[config.mk]
export PLATFORM = sky130hd
export DESIGN_NAME = ipv4_dotted_quad_parser
export DESIGN_NICKNAME = d
export VERILOG_FILES = /design/src/rtl/ipv4dq_pkg.sv /design/src/rtl/ipv4dq_in_stage.sv /design/src/rtl/ipv4dq_core.sv /design/src/rtl/ipv4dq_out_stage.sv /design/src/rtl/ipv4_dotted_quad_parser.sv
export SDC_FILE = /design/constraint.sdc
export NUM_CORES = 1
export LEC_CHECK = 0
export BUFFER_PORTS_ARGS = -buffer_cell sky130_fd_sc_hd__buf_4
export CORE_ASPECT_RATIO = 0.75
export CORE_MARGIN = 5
export CORE_UTILIZATION = 37
export DETAILED_ROUTE_END_ITERATION = 8
export SYNTH_ARGS = -nofsm -noshare
export SYNTH_HDL_FRONTEND = slang
export SYNTH_SLANG_ARGS = --single-unit
[constraint.sdc]
create_clock -name clk_i -period 2.9 [get_ports clk_i]
set_input_delay 0.29 -clock clk_i [delete_from_list [all_inputs] [get_ports clk_i]]
set_output_delay 0.29 -clock clk_i [all_outputs]
set_load 0.005 [all_outputs]
[src/rtl/ipv4dq_pkg.sv]
// ----------------------------------------------------------------------------
// ipv4dq_pkg
// Shared types and character constants for the dotted-quad address parser.
// ----------------------------------------------------------------------------
`default_nettype none

package ipv4dq_pkg;

  // input word: one character plus end-of-string flag
  typedef struct packed {
    logic [7:0] char_code;
    logic       is_last;
  } in_word_t;

  // result word: well-formed flag and parsed address
  typedef struct packed {
    logic        valid_res;
    logic [31:0] address;
  } out_word_t;

  // parser state carried from one character to the next
  typedef struct packed {
    logic [11:0] octet_value;
    logic        have_digit;
    logic [1:0]  octet_count;
    logic [23:0] partial_address;
    logic        text_started;
    logic        in_trailing_space;
    logic        error_seen;
  } parse_state_t;

  // character codes
  localparam logic [7:0] CHAR_TAB   = 8'd9;
  localparam logic [7:0] CHAR_CR    = 8'd13;
  localparam logic [7:0] CHAR_SPACE = 8'd32;
  localparam logic [7:0] CHAR_DOT   = 8'd46;
  localparam logic [7:0] CHAR_ZERO  = 8'd48;
  localparam logic [7:0] CHAR_NINE  = 8'd57;

  // octet limits
  localparam logic [11:0] OCTET_MAX        = 12'd255;
  localparam logic [11:0] OCTET_VALUE_MAX  = 12'd2559;
  localparam logic [1:0]  LAST_OCTET_INDEX = 2'd3;

endpackage

`default_nettype wire

[src/rtl/ipv4dq_in_stage.sv]
// ----------------------------------------------------------------------------
// ipv4dq_in_stage
// Input register: holds one character word until the parser takes it.
// ----------------------------------------------------------------------------
`default_nettype none

module ipv4dq_in_stage (
  input  wire                   clk_i,
  input  wire                   rst_ni,
  input  wire                   in_valid_i,
  output logic                  in_stall_o,
  input  ipv4dq_pkg::in_word_t  in_word_i,
  input  wire                   take_i,
  output logic                  held_valid_o,
  output ipv4dq_pkg::in_word_t  held_word_o
);
  import ipv4dq_pkg::*;

  logic     valid_q, valid_d;
  in_word_t word_q, word_d;
  logic     accept;

  // stall only while a held word is not taken this cycle
  assign in_stall_o = valid_q && !take_i;
  assign accept     = in_valid_i && !in_stall_o;

  // next register contents
  always_comb begin
    valid_d = valid_q;
    word_d  = word_q;
    if (accept) begin
      valid_d = 1'b1;
      word_d  = in_word_i;
    end else if (take_i) begin
      valid_d = 1'b0;
    end
  end

  // valid flag
  always_ff @(posedge clk_i or negedge rst_ni) begin
    if (!rst_ni) begin
      valid_q <= 1'b0;
    end else begin
      valid_q <= valid_d;
    end
  end

  // payload
  always_ff @(posedge clk_i) begin
    word_q <= word_d;
  end

  assign held_valid_o = valid_q;
  assign held_word_o  = word_q;

endmodule

`default_nettype wire

[src/rtl/ipv4dq_core.sv]
// ----------------------------------------------------------------------------
// ipv4dq_core
// Parser state and per-character update; forms the result on the last char.
// ----------------------------------------------------------------------------
`default_nettype none

module ipv4dq_core (
  input  wire                    clk_i,
  input  wire                    rst_ni,
  input  wire                    fire_i,
  input  ipv4dq_pkg::in_word_t   word_i,
  output logic                   res_valid_o,
  output ipv4dq_pkg::out_word_t  res_word_o
);
  import ipv4dq_pkg::*;

  parse_state_t st_q, st_d, nx;
  logic [7:0]   c;
  logic         is_space, is_digit, is_dot;
  logic [3:0]   digit;
  logic [4:0]   byte_pos;
  logic         ok;

  assign c        = word_i.char_code;
  assign is_space = (c == CHAR_SPACE) || (c >= CHAR_TAB && c <= CHAR_CR);
  assign is_digit = (c >= CHAR_ZERO) && (c <= CHAR_NINE);
  assign is_dot   = (c == CHAR_DOT);
  assign digit    = 4'(c - CHAR_ZERO);
  assign byte_pos = {st_q.octet_count, 3'b000};

  // state after taking this character
  always_comb begin
    nx = st_q;
    if (!st_q.error_seen) begin
      if (is_space) begin
        if (st_q.text_started) begin
          nx.in_trailing_space = 1'b1;
        end
      end else if (st_q.in_trailing_space) begin
        nx.error_seen = 1'b1;
      end else begin
        nx.text_started = 1'b1;
        if (is_digit) begin
          if (st_q.octet_value <= OCTET_MAX) begin
            // times ten as two shifts
            nx.octet_value = (st_q.octet_value << 3) + (st_q.octet_value << 1)
                             + {8'd0, digit};
            nx.have_digit  = 1'b1;
          end else begin
            nx.error_seen = 1'b1;
          end
        end else if (is_dot) begin
          if (st_q.have_digit && st_q.octet_value <= OCTET_MAX
              && st_q.octet_count < LAST_OCTET_INDEX) begin
            nx.partial_address[byte_pos +: 8] =
              st_q.partial_address[byte_pos +: 8] | st_q.octet_value[7:0];
            nx.octet_count = st_q.octet_count + 2'd1;
            nx.octet_value = '0;
            nx.have_digit  = 1'b0;
          end else begin
            nx.error_seen = 1'b1;
          end
        end else begin
          nx.error_seen = 1'b1;
        end
      end
    end
  end

  // result from the updated state
  assign ok = !nx.error_seen && (nx.octet_count == LAST_OCTET_INDEX) && nx.have_digit
              && (nx.octet_value <= OCTET_MAX);
  assign res_valid_o          = fire_i && word_i.is_last;
  assign res_word_o.valid_res = ok;
  assign res_word_o.address   = ok ? {nx.octet_value[7:0], nx.partial_address} : 32'd0;

  // back to the empty state after each string
  always_comb begin
    st_d = st_q;
    if (fire_i) begin
      st_d = word_i.is_last ? parse_state_t'('0) : nx;
    end
  end

  always_ff @(posedge clk_i or negedge rst_ni) begin
    if (!rst_ni) begin
      st_q <= '0;
    end else begin
      st_q <= st_d;
    end
  end

  // state is clear right after a string ends
  a_clear_after_last: assert property (@(posedge clk_i) disable iff (!rst_ni)
    fire_i && word_i.is_last |=> st_q == parse_state_t'('0))
    else $error("parser state not cleared after last character");

  // error stays set within a string
  a_error_sticky: assert property (@(posedge clk_i) disable iff (!rst_ni)
    fire_i && !word_i.is_last && st_q.error_seen |=> st_q.error_seen)
    else $error("error flag dropped inside a string");

  // no octet progress before text has started
  a_no_octets_before_text: assert property (@(posedge clk_i) disable iff (!rst_ni)
    !st_q.text_started |-> (st_q.octet_count == 2'd0) && !st_q.have_digit)
    else $error("octet progress without text");

  // accumulator never exceeds one digit past a byte
  a_value_bound: assert property (@(posedge clk_i) disable iff (!rst_ni)
    st_q.octet_value <= OCTET_VALUE_MAX)
    else $error("octet accumulator out of range");

endmodule

`default_nettype wire

[src/rtl/ipv4dq_out_stage.sv]
// ----------------------------------------------------------------------------
// ipv4dq_out_stage
// Result register: holds a parsed address until the consumer takes it.
// ----------------------------------------------------------------------------
`default_nettype none

module ipv4dq_out_stage (
  input  wire                    clk_i,
  input  wire                    rst_ni,
  input  wire                    load_i,
  input  ipv4dq_pkg::out_word_t  word_i,
  output logic                   free_o,
  output logic                   out_valid_o,
  input  wire                    out_stall_i,
  output ipv4dq_pkg::out_word_t  out_word_o
);
  import ipv4dq_pkg::*;

  logic      valid_q, valid_d;
  out_word_t word_q, word_d;

  // slot can take a new word when empty or being drained
  assign free_o = !valid_q || !out_stall_i;

  always_comb begin
    valid_d = valid_q && out_stall_i;
    word_d  = word_q;
    if (load_i) begin
      valid_d = 1'b1;
      word_d  = word_i;
    end
  end

  always_ff @(posedge clk_i or negedge rst_ni) begin
    if (!rst_ni) begin
      valid_q <= 1'b0;
    end else begin
      valid_q <= valid_d;
    end
  end

  always_ff @(posedge clk_i) begin
    word_q <= word_d;
  end

  assign out_valid_o = valid_q;
  assign out_word_o  = word_q;

endmodule

`default_nettype wire

[src/rtl/ipv4_dotted_quad_parser.sv]
// ----------------------------------------------------------------------------
// ipv4_dotted_quad_parser
// Dotted-decimal IPv4 address parser, one character per word.
// Throughput: one character word per cycle, strings back to back, while the
//   result register is free. The last character is registered in the input
//   stage; when it is taken, the parser update loads the result register.
// Reset: asynchronous, clears the valid flags and the parser state.
// ----------------------------------------------------------------------------
`default_nettype none

module ipv4_dotted_quad_parser (
  input  wire                    clk_i,
  input  wire                    rst_ni,
  input  wire                    in_valid_i,
  output logic                   in_stall_o,
  input  ipv4dq_pkg::in_word_t   in_word_i,
  output logic                   out_valid_o,
  input  wire                    out_stall_i,
  output ipv4dq_pkg::out_word_t  out_word_o
);
  import ipv4dq_pkg::*;

  logic      held_valid;
  in_word_t  held_word;
  logic      take;
  logic      out_free;
  logic      res_valid;
  out_word_t res_word;

  // a last character needs room in the result register
  assign take = held_valid && (!held_word.is_last || out_free);

  ipv4dq_in_stage u_in (
    .clk_i        (clk_i),
    .rst_ni       (rst_ni),
    .in_valid_i   (in_valid_i),
    .in_stall_o   (in_stall_o),
    .in_word_i    (in_word_i),
    .take_i       (take),
    .held_valid_o (held_valid),
    .held_word_o  (held_word)
  );

  ipv4dq_core u_core (
    .clk_i       (clk_i),
    .rst_ni      (rst_ni),
    .fire_i      (take),
    .word_i      (held_word),
    .res_valid_o (res_valid),
    .res_word_o  (res_word)
  );

  ipv4dq_out_stage u_out (
    .clk_i       (clk_i),
    .rst_ni      (rst_ni),
    .load_i      (res_valid),
    .word_i      (res_word),
    .free_o      (out_free),
    .out_valid_o (out_valid_o),
    .out_stall_i (out_stall_i),
    .out_word_o  (out_word_o)
  );

endmodule

`default_nettype wire
==> results.md <==
* Max Cap Violations at 0
* Distinct cells, synth at 51
* Maximum vdd ir drop at between 0.0003 and 0.0004 V
* Share of layout cells above drive strength 1 at 0.304
* Pre-CTS setup slack at -0.185 ns
* Final nets at 517
* Placement Rows at 35
* Global route overflow at 0
* Startpoint Class: flop
* Final period util at 1.02
* Clk buf depth at 2
* GRT Total Usage at 0.162
* CTS root buf: clkbuf_16
* ANT cells at 0
* Remaining DRCs at 0
* Die height at 106 µm
* EDFF count, synth at 42
* WS Path Type: flop to flop
* Vias after detailed routing at 3,619
* Setup ws final at -0.0558 ns
* Core Area at 12,200 µm²
* Ports at 48
* Die X at 138 µm
* Crit-path max FO at 23
* Register area share after synthesis at 0.516
* CP Capture Type: flop
* Main synth FF type: dfrtp_1
* Fin. Hold Viols at 0
* WL/cell at 18.1 µm
* Syn nets at 430
* WP data arrival at 3.15 ns
* Initial DRT Pass Iterations at 5
* RSZ-0062 raised after global routing: true
* Initial Utilization at 0.375
* Vias per cell at 5.57
* CTS H-Tree Depth at 3
* Slew Limit Headroom at 0.424
* Area Overhead vs Synth at 26.6%
* RePlAce Congestion at 0.867
* Clock sinks at 86
* Critical Path RT at 3.09 ns
* Fmax at 0.338 GHz
* Tightest Pin Transition at 0.855 ns
* Starting DRT DRC Count at 391
* Final setup vio count at 29
* Worst Hold Class: input pin to flop
* PwrDens at 457 nW/µm²
* Skew-Pair Late Insertion Delay at 0.34 ns
* Global-route wire length before repair at 18,900 µm
* Largest net degree at the start of global routing at between 40 and 50
* Syn. warnings at 0
* Antenna-violating nets left at 0
* Synth Register Bits at 86
* Final WL at 11,700 µm
* Worst clock skew at 0.00465 ns
* DP HPWL at 8660 µm
* Fin crit period at 2.96 ns
* Port bufs at 47
* Synth async-reset ratio at 0.512
* Fin util at 0.474
* Clock-pin slew of the registers on the worst-case setup and hold paths at 0.06 ns
* Synth Instances at between 300 and 400
* Placed Cells at between 600 and 700
* P_leak at 2.35 nW
* Non-filler cells, final at 650
* Avg Cell Area, Syn at ~12 µm²
* Failing checks: setup timing
* Die Area at approximately 15,000 µm²
* Initial antenna violation count at 0
* Synthesized area at 4580 µm²
* Vias in the first global route at 3,474
* Final max-slew violation count at 0
* CTS tree: built
* Inserted Clock Buffers at 9
* Outcome: finished with violations
[cells by family (layout without fill, tap and decap cells)]
family / Yosys count / in the layout / share of synthesized area
mux: 9 / 9 / 0.0197
simple gates: 119 / 119 / 0.161
buf+inv: 23 / 115 / 0.0262
compound gates: 123 / 123 / 0.192
xor+xnor: 7 / 7 / 0.0134
fa+ha+maj: 25 / 25 / 0.0716
flops: 86 / 86 / 0.516
[synth_stat cells (2+ instances only)]
| library cell | n | area, µm² |
|---|---|---|
| dfrtp_1 | 44 | 1100 |
| edfxtp_1 | 42 | 1260 |
| nor2_1 | 31 | 116 |
| a22oi_1 | 29 | 218 |
| nor3_2 | 28 | 280 |
| a22o_1 | 24 | 210 |
| ha_1 | 23 | 288 |
| nand2_1 | 23 | 86.3 |
| o21ai_0 | 21 | 105 |
| a21oi_1 | 18 | 90.1 |
| inv_1 | 11 | 41.3 |
| mux2i_1 | 9 | 90.1 |
| nor3_1 | 9 | 45.0 |
| nand3_1 | 7 | 35.0 |
| a21o_1 | 5 | 37.5 |
| a31oi_1 | 4 | 25.0 |
| a32o_1 | 4 | 40.0 |
| buf_6 | 4 | 45.0 |
| clkbuf_1 | 4 | 15.0 |
| o21a_1 | 4 | 30.0 |
| xnor2_1 | 4 | 35.0 |
| buf_2 | 3 | 15.0 |
| nand4_1 | 3 | 18.8 |
| nor3b_1 | 3 | 22.5 |
| xor2_1 | 3 | 26.3 |
| a211oi_1 | 2 | 15.0 |
| and2_1 | 2 | 12.5 |
| fa_1 | 2 | 40.0 |
| nor4_1 | 2 | 12.5 |
| nor4b_1 | 2 | 17.5 |
| o31ai_1 | 2 | 15.0 |
[registers in the layout, indices dropped and copies added (netlist names)]
name	count
u_core.st_q	40
u_out.out_word_o	33
u_in.held_word_o	9
u_core.byte_pos	2
u_in.held_valid_o	1
u_out.out_valid_o	1
[metal layers]
| metal | up-vias | global-route usage | share of wire |
|---|---|---|---|
| met1 | 1776 | 0.235 | 0.48 |
| li1 | 1694 | - | - |
| met2 | 142 | 0.241 | 0.43 |
| met3 | 7 | 0.0391 | 0.075 |
| met4 | 0 | 0.0444 | 0.0083 |
| met5 | - | 0 | 0 |
[layout make-up]
type / count / area, µm²
Timing Repair Buffer: 88 / 741
Inverter: 11 / 41.3
Fill cell: 1113 / 6420
Sequential cell: 86 / 2360
Clock buffer: 9 / 225
Tap cell: 166 / 208
Clock inverter: 7 / 70.1
Multi-Input combinational cell: 283 / 2150
[repair_timing]
item | in CTS | in global routing
hold buffers | 1 | 0
cloned | 1 | 0
setup buffers | 5 | 3
endpoints found under the hold margin | 44 | 0
endpoints found under the setup margin | 33 | 33
resized for setup | 10 | 2
pin swaps | 8 | 2
[cells in the final DEF, fill, tap and decap left out, types with 3 or more instances in the layout]
master / n
clkbuf_16: 9
xnor2_1: 4
a32o_1: 4
nor3b_1: 3
mux2i_1: 9
nor2_1: 31
edfxtp_1: 42
a22oi_1: 29
nor3_2: 32
a21o_1: 5
buf_4: 80
a22o_1: 24
o21a_1: 3
a21oi_1: 18
nor3_1: 5
nand2_1: 23
nand4_1: 3
buf_12: 4
o21ai_0: 20
a31oi_1: 4
ha_1: 23
inv_1: 11
nand3_1: 7
dfrtp_1: 44
inv_6: 3
xor2_1: 3
[critical path, cell delays in order (launching register included)]
cell and delay (ns):
edfxtp_1 0.41, fa_1 0.51, ha_1 0.34, a211oi_2 0.26, o21bai_1 0.14, o41ai_2 0.24
xor2_1 0.34, o211ai_4 0.15, buf_12 0.20, nor3_2 0.19
[stage by stage]
| step | area [µm²] | TNS, ns | power (mW) | hold slack [ns] |
|---|---|---|---|---|
| global placement | 5350 | -1.92 | 1.51 | 0.328 |
| finish | 5800 | -1.01 | 2.65 | 0.120 |
| floorplan | 4590 | -0.454 | 1.42 | -0.00559 |
| CTS | 5770 | -0.499 | 2.68 | 0.110 |
| detailed placement | 5350 | -4.70 | 1.51 | 0.335 |
| global route | 5800 | -5.09 | 2.74 | 0.110 |
[power breakdown]
part / leakage (nW) / switching, mW / internal, mW / total [mW]
clock: 0.148 / 0.491 / 0.670 / 1.16
sequential: 1.03 / 0.0205 / 1.31 / 1.34
combinational: 1.18 / 0.0942 / 0.0602 / 0.154
total: 2.35 / 0.606 / 2.05 / 2.65
[worst paths after layout]
check / startpoint / endpoint / slack, ns / cells after the start
max in group asynchronous: rst_ni / u_core.st_q[20]$_DFFE_PN0P_ / 2.01 / 2
min in group asynchronous: rst_ni / u_in.held_valid_o$_DFFE_PN0P_ / 0.48 / 2
hold reg to reg: u_out.out_valid_o$_DFF_PN0_ / u_out.out_valid_o$_DFF_PN0_ / 0.54 / 2
hold / removal: in_word_i[0] / u_in.held_word_o[0]$_DFFE_PP_ / 0.12 / 1
setup / recovery: u_in.held_word_o[4]$_DFFE_PP_ / u_out.out_word_o[31]$_SDFFCE_PN0P_ / -0.06 / 9
setup reg to reg: u_in.held_word_o[4]$_DFFE_PP_ / u_out.out_word_o[31]$_SDFFCE_PN0P_ / -0.06 / 9
No activity file was read; power rests on OpenSTA's default activity.
